**config.mk**
```make
export PLATFORM = sky130hd
export DESIGN_NAME = wsam_ctrl
export DESIGN_NICKNAME = d
export VERILOG_FILES = /design/src/rtl/wsam_pkg.sv /design/src/rtl/wsam_ctrl.sv
export SDC_FILE = /design/constraint.sdc
export NUM_CORES = 1
export LEC_CHECK = 0
export ABC_AREA = 1
export CAP_MARGIN = 20
export CORE_MARGIN = 4
export CORE_UTILIZATION = 45
export CTS_CLUSTER_SIZE = 8
export DETAILED_ROUTE_END_ITERATION = 12
export DONT_BUFFER_PORTS = 1
export MAX_ROUTING_LAYER = met4
export SLEW_MARGIN = 20
export SYNTH_ARGS = -nofsm -noshare
export SYNTH_HDL_FRONTEND = slang
export SYNTH_SLANG_ARGS = --single-unit
```
**constraint.sdc**
```tcl
create_clock -name clk -period 1.9 [get_ports clk]
set_input_delay 0.38 -clock clk [delete_from_list [all_inputs] [get_ports clk]]
set_output_delay 0.38 -clock clk [all_outputs]
set_load 0.01 [all_outputs]
```
**src/rtl/wsam_pkg.sv**
```systemverilog
// wsam_pkg: shared types and constants for the windowed sigma anomaly monitor
// measurement and result payloads, register map, controller/datapath commands
// no dependencies
`timescale 1ns / 1ps

package wsam_pkg;

    typedef struct packed {
        logic               temp_present;
        logic signed [23:0] temp_value;
        logic               humid_present;
        logic signed [23:0] humid_value;
        logic               dust_present;
        logic signed [23:0] dust_value;
        logic               voc_present;
        logic signed [23:0] voc_value;
        logic               consumes_cycle;
    } meas_t;

    typedef struct packed {
        logic [3:0] anomaly_mask;
        logic       frequent_mode;
        logic [4:0] cycles_left;
        logic       schedule_frequent;
        logic       frequent_expired;
    } res_t;

    localparam int DELTA_W = 23;
    localparam int PCT_W   = 7;
    localparam int ADDR_W  = 5;

    localparam logic [2:0] REG_TEMP_MIN_DELTA  = 3'd0;
    localparam logic [2:0] REG_HUMID_MIN_DELTA = 3'd1;
    localparam logic [2:0] REG_DUST_MIN_DELTA  = 3'd2;
    localparam logic [2:0] REG_VOC_MIN_DELTA   = 3'd3;
    localparam logic [2:0] REG_TEMP_PERCENT    = 3'd4;
    localparam logic [2:0] REG_HUMID_PERCENT   = 3'd5;
    localparam logic [2:0] REG_DUST_PERCENT    = 3'd6;
    localparam logic [2:0] REG_VOC_PERCENT     = 3'd7;

    localparam logic [1:0] CH_HUMID = 2'd1;

    // commands from the controller to the datapath
    typedef struct packed {
        logic       latch;
        logic       chk;
        logic       rd;
        logic       t1;
        logic       t2;
        logic       t3;
        logic       t4;
        logic       wr;
        logic       fin;
        logic [1:0] chan;
    } cmd_t;

    typedef struct packed {
        logic present;
        logic full;
    } sts_t;

endpackage

```
**src/rtl/wsam_ctrl.sv**
```systemverilog
// wsam_ctrl: sequencer that walks the four channels of one request
// depends on wsam_pkg
`timescale 1ns / 1ps

module wsam_ctrl #(
    parameter int WINDOW = 10,
    parameter int IW     = 4
) (
    input  logic                clk,
    input  logic                rst_n,
    input  logic                meas_valid,
    output logic                meas_stall,
    output logic                res_valid,
    input  logic                res_stall,
    output wsam_pkg::cmd_t      cmd,
    output logic [IW-1:0]       idx,
    input  wsam_pkg::sts_t      sts
);
    import wsam_pkg::*;

    localparam int CW = $clog2(WINDOW + 2);

    localparam logic [3:0] S_IDLE = 4'd0;
    localparam logic [3:0] S_CHK  = 4'd1;
    localparam logic [3:0] S_ACC  = 4'd2;
    localparam logic [3:0] S_T1   = 4'd3;
    localparam logic [3:0] S_T2   = 4'd4;
    localparam logic [3:0] S_T3   = 4'd5;
    localparam logic [3:0] S_T4   = 4'd6;
    localparam logic [3:0] S_WR   = 4'd7;
    localparam logic [3:0] S_FIN  = 4'd8;

    logic [3:0]    state_reg, state_next;
    logic [1:0]    chan_reg, chan_next;
    logic [CW-1:0] idx_reg, idx_next;
    logic          out_valid_reg, out_valid_next;

    always_comb
    begin
        state_next     = state_reg;
        chan_next      = chan_reg;
        idx_next       = idx_reg;
        out_valid_next = out_valid_reg;
        cmd            = '0;
        cmd.chan       = chan_reg;
        if (out_valid_reg && !res_stall)
        begin
            out_valid_next = 1'b0;
        end
        unique case (state_reg)
            S_IDLE:
            begin
                if (meas_valid)
                begin
                    cmd.latch  = 1'b1;
                    chan_next  = 2'd0;
                    state_next = S_CHK;
                end
            end
            S_CHK:
            begin
                cmd.chk  = 1'b1;
                idx_next = '0;
                if (sts.present && sts.full)
                begin
                    state_next = S_ACC;
                end
                else
                begin
                    state_next = S_WR;
                end
            end
            S_ACC:
            begin
                // reads go out first, then the state holds until the square/add pipe has drained
                cmd.rd   = (idx_reg < CW'(WINDOW));
                idx_next = idx_reg + 1'b1;
                if (idx_reg == CW'(WINDOW + 1))
                begin
                    state_next = S_T1;
                end
            end
            S_T1:
            begin
                cmd.t1     = 1'b1;
                state_next = S_T2;
            end
            S_T2:
            begin
                cmd.t2     = 1'b1;
                state_next = S_T3;
            end
            S_T3:
            begin
                cmd.t3     = 1'b1;
                state_next = S_T4;
            end
            S_T4:
            begin
                cmd.t4     = 1'b1;
                state_next = S_WR;
            end
            S_WR:
            begin
                cmd.wr = 1'b1;
                if (chan_reg == 2'd3)
                begin
                    state_next = S_FIN;
                end
                else
                begin
                    chan_next  = chan_reg + 1'b1;
                    state_next = S_CHK;
                end
            end
            S_FIN:
            begin
                if (!out_valid_reg || !res_stall)
                begin
                    cmd.fin        = 1'b1;
                    out_valid_next = 1'b1;
                    state_next     = S_IDLE;
                end
            end
            default:
            begin
                state_next = S_IDLE;
            end
        endcase
    end

    always_ff @(posedge clk or negedge rst_n)
    begin
        if (!rst_n)
        begin
            state_reg     <= S_IDLE;
            chan_reg      <= 2'd0;
            idx_reg       <= '0;
            out_valid_reg <= 1'b0;
        end
        else
        begin
            state_reg     <= state_next;
            chan_reg      <= chan_next;
            idx_reg       <= idx_next;
            out_valid_reg <= out_valid_next;
        end
    end

    assign meas_stall = (state_reg != S_IDLE);
    assign res_valid  = out_valid_reg;
    assign idx        = idx_reg[IW-1:0];

endmodule

```
Yosys cells after proc, flatten, opt, wreduce, memory -nomap -nowiden
Cells that the tools add are included.
{ "totals": {"regBits": 11, "elab_cells": 56, "output_inout_bits": 17, "inputBits": 6} }
{ "classes": {"magnitude_cmp": 1, "eq_ne": 14, "n_mux": 24, "addsub": 2, "reduce_logical": 11} }
{ "op_table": {"columns": ["op", "n"], "rows": [
  ["case mux 4 bit (9 select lines)", 1],
  ["equality test 4 x 3 -> 1 bit (second input constant)", 4],
  ["2-to-1 mux 4 bit", 4],
  ["2-to-1 mux 1 bit", 14],
  ["equality test 4 x 2 -> 1 bit (second input constant)", 2],
  ["equality test 4 bit (second input constant)", 2],
  ["inequality test 2 bit (second input constant)", 4],
  ["case mux 4 bit (2 select lines)", 1],
  ["AND reduction 3 bit", 2],
  ["adder 4 x 1 -> 4 bit (second input constant)", 1],
  ["equality test 4 x 1 -> 1 bit (second input constant)", 1],
  ["zero test 4 bit", 1],
  ["< comparator 4 bit (second input constant)", 1],
  ["2-to-1 mux 2 bit", 2],
  ["case mux 2 bit (2 select lines)", 1],
  ["nonzero test 2 bit", 2],
  ["nonzero test 4 bit", 1],
  ["2-to-1 mux 3 bit", 1],
  ["adder 2 x 1 -> 2 bit (second input constant)", 1],
  ["equality test 2 bit (second input constant)", 1],
  ["logical AND 1 bit", 2],
  ["zero test 1 bit", 2],
  ["logical OR 1 bit", 1]
]} }

Longest topological paths before layout
{ "depth": {"word_depth": 5, "ltp_mapped": 8, "ltp_nobuf": 8} }

Least setup slack after synthesis
Ideal clock, no wire load.
{ "synth_path": {"path_kind": "flip-flop to output port", "from": "reg state_reg[0]", "to": "out cmd[8] in the netlist's numbering", "setup_slack_ns": 0.557, "t_required_ns": 1.520, "n_path_buf": 0, "arrival_ns": 0.963, "path_stages_with_launch": 6, "cell_sequence": "dfrtp_1 > inv_1 > nand2_1 > nor2_2 > inv_1 > nor2_1"} }
{ "synth_rtl": {"columns": ["element", "line_no", "source"], "rows": [
  ["start: declaration", "wsam_ctrl.sv:33", "logic [3:0] state_reg, state_next;"],
  ["start signal: assignment", "wsam_ctrl.sv:143", "state_reg <= state_next;"],
  ["end: declaration", "wsam_ctrl.sv:15", "output wsam_pkg::cmd_t cmd,"]
]} }

==> impl_metrics.py <==
metrics = {
    "status": {
        "status": "completed",
    },
    "yosys": {
        "syn-num-nets": 94,
        "synth_top_flop_cell": "dfrtp_1",
        "syn_area_sq_um": 628,
        "muxShareOfSynthArea": 0,
        "synth_compound_area_frac": 0.0737,
        "yosysSeqAreaShare": 0.438,
        "yosys.area_share.adder": 0.0398,
        "ys_ff_latch": 11,
        "synth_edf_count": 0,
        "synthArstFlopShare": 1.00,
        "synthCells": 86,
        "synthDistinctLibCells": 16,
        "synthXorXnorAreaFrac": 0.0139,
        "syn_avg_cell_area_sq_um": 7.30,
        "synth_warnings": 0,
        "synthSimpleGateAreaFrac": 0.351,
        "synth_top_family_by_area": "simple AND/OR/NAND/NOR gates",
    },
    "floorplanning": {
        "core_sq_um": 1300,
        "start_util": 0.483,
        "dieArea_sq_um": 2060,
        "num_rows": 13,
        "fp.dieH_um": 45.4,
        "io-pin-count": 23,
        "die_width_um": 45.4,
    },
    "clock_network": {
        "clkTransAtPathRegs_ns": 0.07,
        "cts_buffers": 3,
        "postCtsResizedCells": 0,
        "clockRootBuffer": "clkbuf_4",
        "post_cts_buffers": 0,
        "insertion_delay_ns": 0.28,
        "cts_max_level": 1,
        "clock-sinks": 11,
        "cts_hold_buf": 1,
        "cts_tree": "yes",
        "clk_path_buf_depth": 2,
    },
    "cells_and_area": {
        "drive_gt1_frac": 0.0879,
        "multi_input_area_sq_um": 300,
        "syn2layout_area_growth_pct": 8.76,
        "layout.cells.non_filler": 106,
        "antenna_cells_inserted": 0,
        "fillers": 134,
        "ff_latch_area_sq_um": 275,
        "nets": 100,
    },
    "routing": {
        "drtAntennaViolNets": 0,
        "drt_iter0_drc": 6,
        "drc": 0,
        "drtPass1Iterations": 4,
        "wl_um": 1220,
        "avgViaCountPerCell": 5.06,
        "wl_per_cell_um": 11.5,
        "vias": 536,
    },
    "setup_path": {
        "cp-start-kind": "flop",
        "crit_type": "flop to primary output",
        "cp_max_fo": 7,
        "worstPathRequired_ns": 1.52,
        "end_kind": "primary output",
        "arrival_ns": 1.34,
    },
    "timing": {
        "period_share": 0.907,
        "hold_violations": 0,
        "max_freq_mhz": 580,
        "relSlewSlack": 0.677,
        "fin_setup_tns_ns": 0,
        "setup_viol": 0,
        "post-route-min-period_ns": 1.72,
        "fin_ws_ns": 0.177,
        "maxSlewViolCount": 0,
        "tightest_slew_ns": 0.483,
        "skew_ns": 0.00580,
        "rsz0062_at_grt": "false",
    },
    "power": {
        "peakVddDrop_v": 0.000788,
        "p_total_mw": 1.16,
        "power_leakage_nw": 0.364,
        "powerDensity_nw_per_um2": 1700,
    },
    "place": {
        "io_buffers": 0,
        "place_inst": 101,
        "dp_hpwl_um": 1000,
        "dp_slack_ns": 0.468,
        "gp_congestion": 0.814,
    },
    "global_route": {
        "gr-total-overflow": 0,
        "grt_use_total": 0.148,
        "grt_pass1_wl_um": 2000,
        "grt_pass1_vias": 497,
        "antenna_found_initial": 0,
        "grt_max_degree": 12,
    },
    "job": {
        "cap_violations": 0,
    },
    "hold_path": {
        "hp-class": "input pin to flop",
    },
}
[cells in the final DEF (no fill, tap or decap)]
| cell type | instances |
|---|---|
| ha_1 | 2 |
| inv_1 | 13 |
| nand2_2 | 1 |
| nor2_2 | 1 |
| nand3_1 | 5 |
| nor3_1 | 2 |
| inv_2 | 1 |
| clkbuf_1 | 1 |
| nand4_1 | 3 |
| a21oi_1 | 4 |
| xnor2_1 | 1 |
| o21ai_0 | 4 |
| nor2_1 | 12 |
| dlygate4sd3_1 | 1 |
| clkbuf_4 | 3 |
| nand2_1 | 23 |
| dfrtp_1 | 11 |
| nor2_4 | 2 |
| o22ai_1 | 1 |
[metal layers]
metal,GRT usage,vias to the layer above,share of wire
met5,-,-,0
met4,0.105,0,0.030
met3,0.0757,4,0.092
met2,0.218,17,0.44
met1,0.151,231,0.44
li1,-,284,-
[layout make-up]
type / instances / share of cell area
clock buffer: 4 / 0.0385
inverter: 14 / 0.0769
multi-input combinational: 61 / 0.440
sequential: 11 / 0.403
tap: 15 / 0.0275
timing repair buffer: 1 / 0.0147
[power breakdown]
group | internal, mW | switching, mW | leakage (nW) | total [mW]
logic | 0.169 | 0.352 | 0.209 | 0.521
clock network | 0.0815 | 0.0782 | 0.0150 | 0.160
registers | 0.330 | 0.151 | 0.140 | 0.481
[path summary, 6_finish.rpt]
kind / start / to / slack [ns] / cells after the start
max: state_reg[0]$_DFFE_PN0P_ / cmd[2] / 0.18 / 3
min: res_stall / res_valid$_DFF_PN0_ / 0.23 / 2
max reg2reg: state_reg[0]$_DFFE_PN0P_ / chan_reg[0]$_DFFE_PN0P_ / 0.63 / 6
min reg2reg: state_reg[3]$_DFFE_PN0P_ / state_reg[1]$_DFFE_PN0P_ / 0.46 / 1
max in group asynchronous: rst_n / idx[0]$_DFFE_PN0P_ / 1.07 / 1
min in group asynchronous: rst_n / res_valid$_DFF_PN0_ / 0.50 / 1
[cells by family after synthesis]
logic type                 count (synthesis)
and+or+nand+nor                           49
buffers and inverters                     14
xor gates and xnor gates                   1
DFF                                       11
AOI/OAI and AO/OA                          9
adders and majority gates                  2
[per-stage QoR]
stage	cell area (sq um)	util	hold slack (ns)
6_report	683	0.525	0.234
3_5_place_dp	647	0.497	0.0847
5_1_grt	683	0.525	0.245
4_1_cts	683	0.525	0.235
2_1_floorplan	628	-	0.0844
3_3_place_gp	647	0.497	0.0847
[cell usage after synthesis (2+ instances only)]
library cell   n  share of area
nand2_1       23           0.14
inv_1         13          0.078
nor2_1        12          0.072
dfrtp_1       11           0.44
nand3_1        5          0.040
a21oi_1        4          0.032
o21ai_0        4          0.032
nand4_1        3          0.030
ha_1           2          0.040
nor2_4         2          0.036
nor3_1         2          0.016
[worst max-delay path, stage by stage (launching register included)]
cell     delay [ns]
dfrtp_1        0.44
nor2_1         0.31
nand2_1        0.12
nor2_1         0.19
Power figures use the tool's default switching activity.
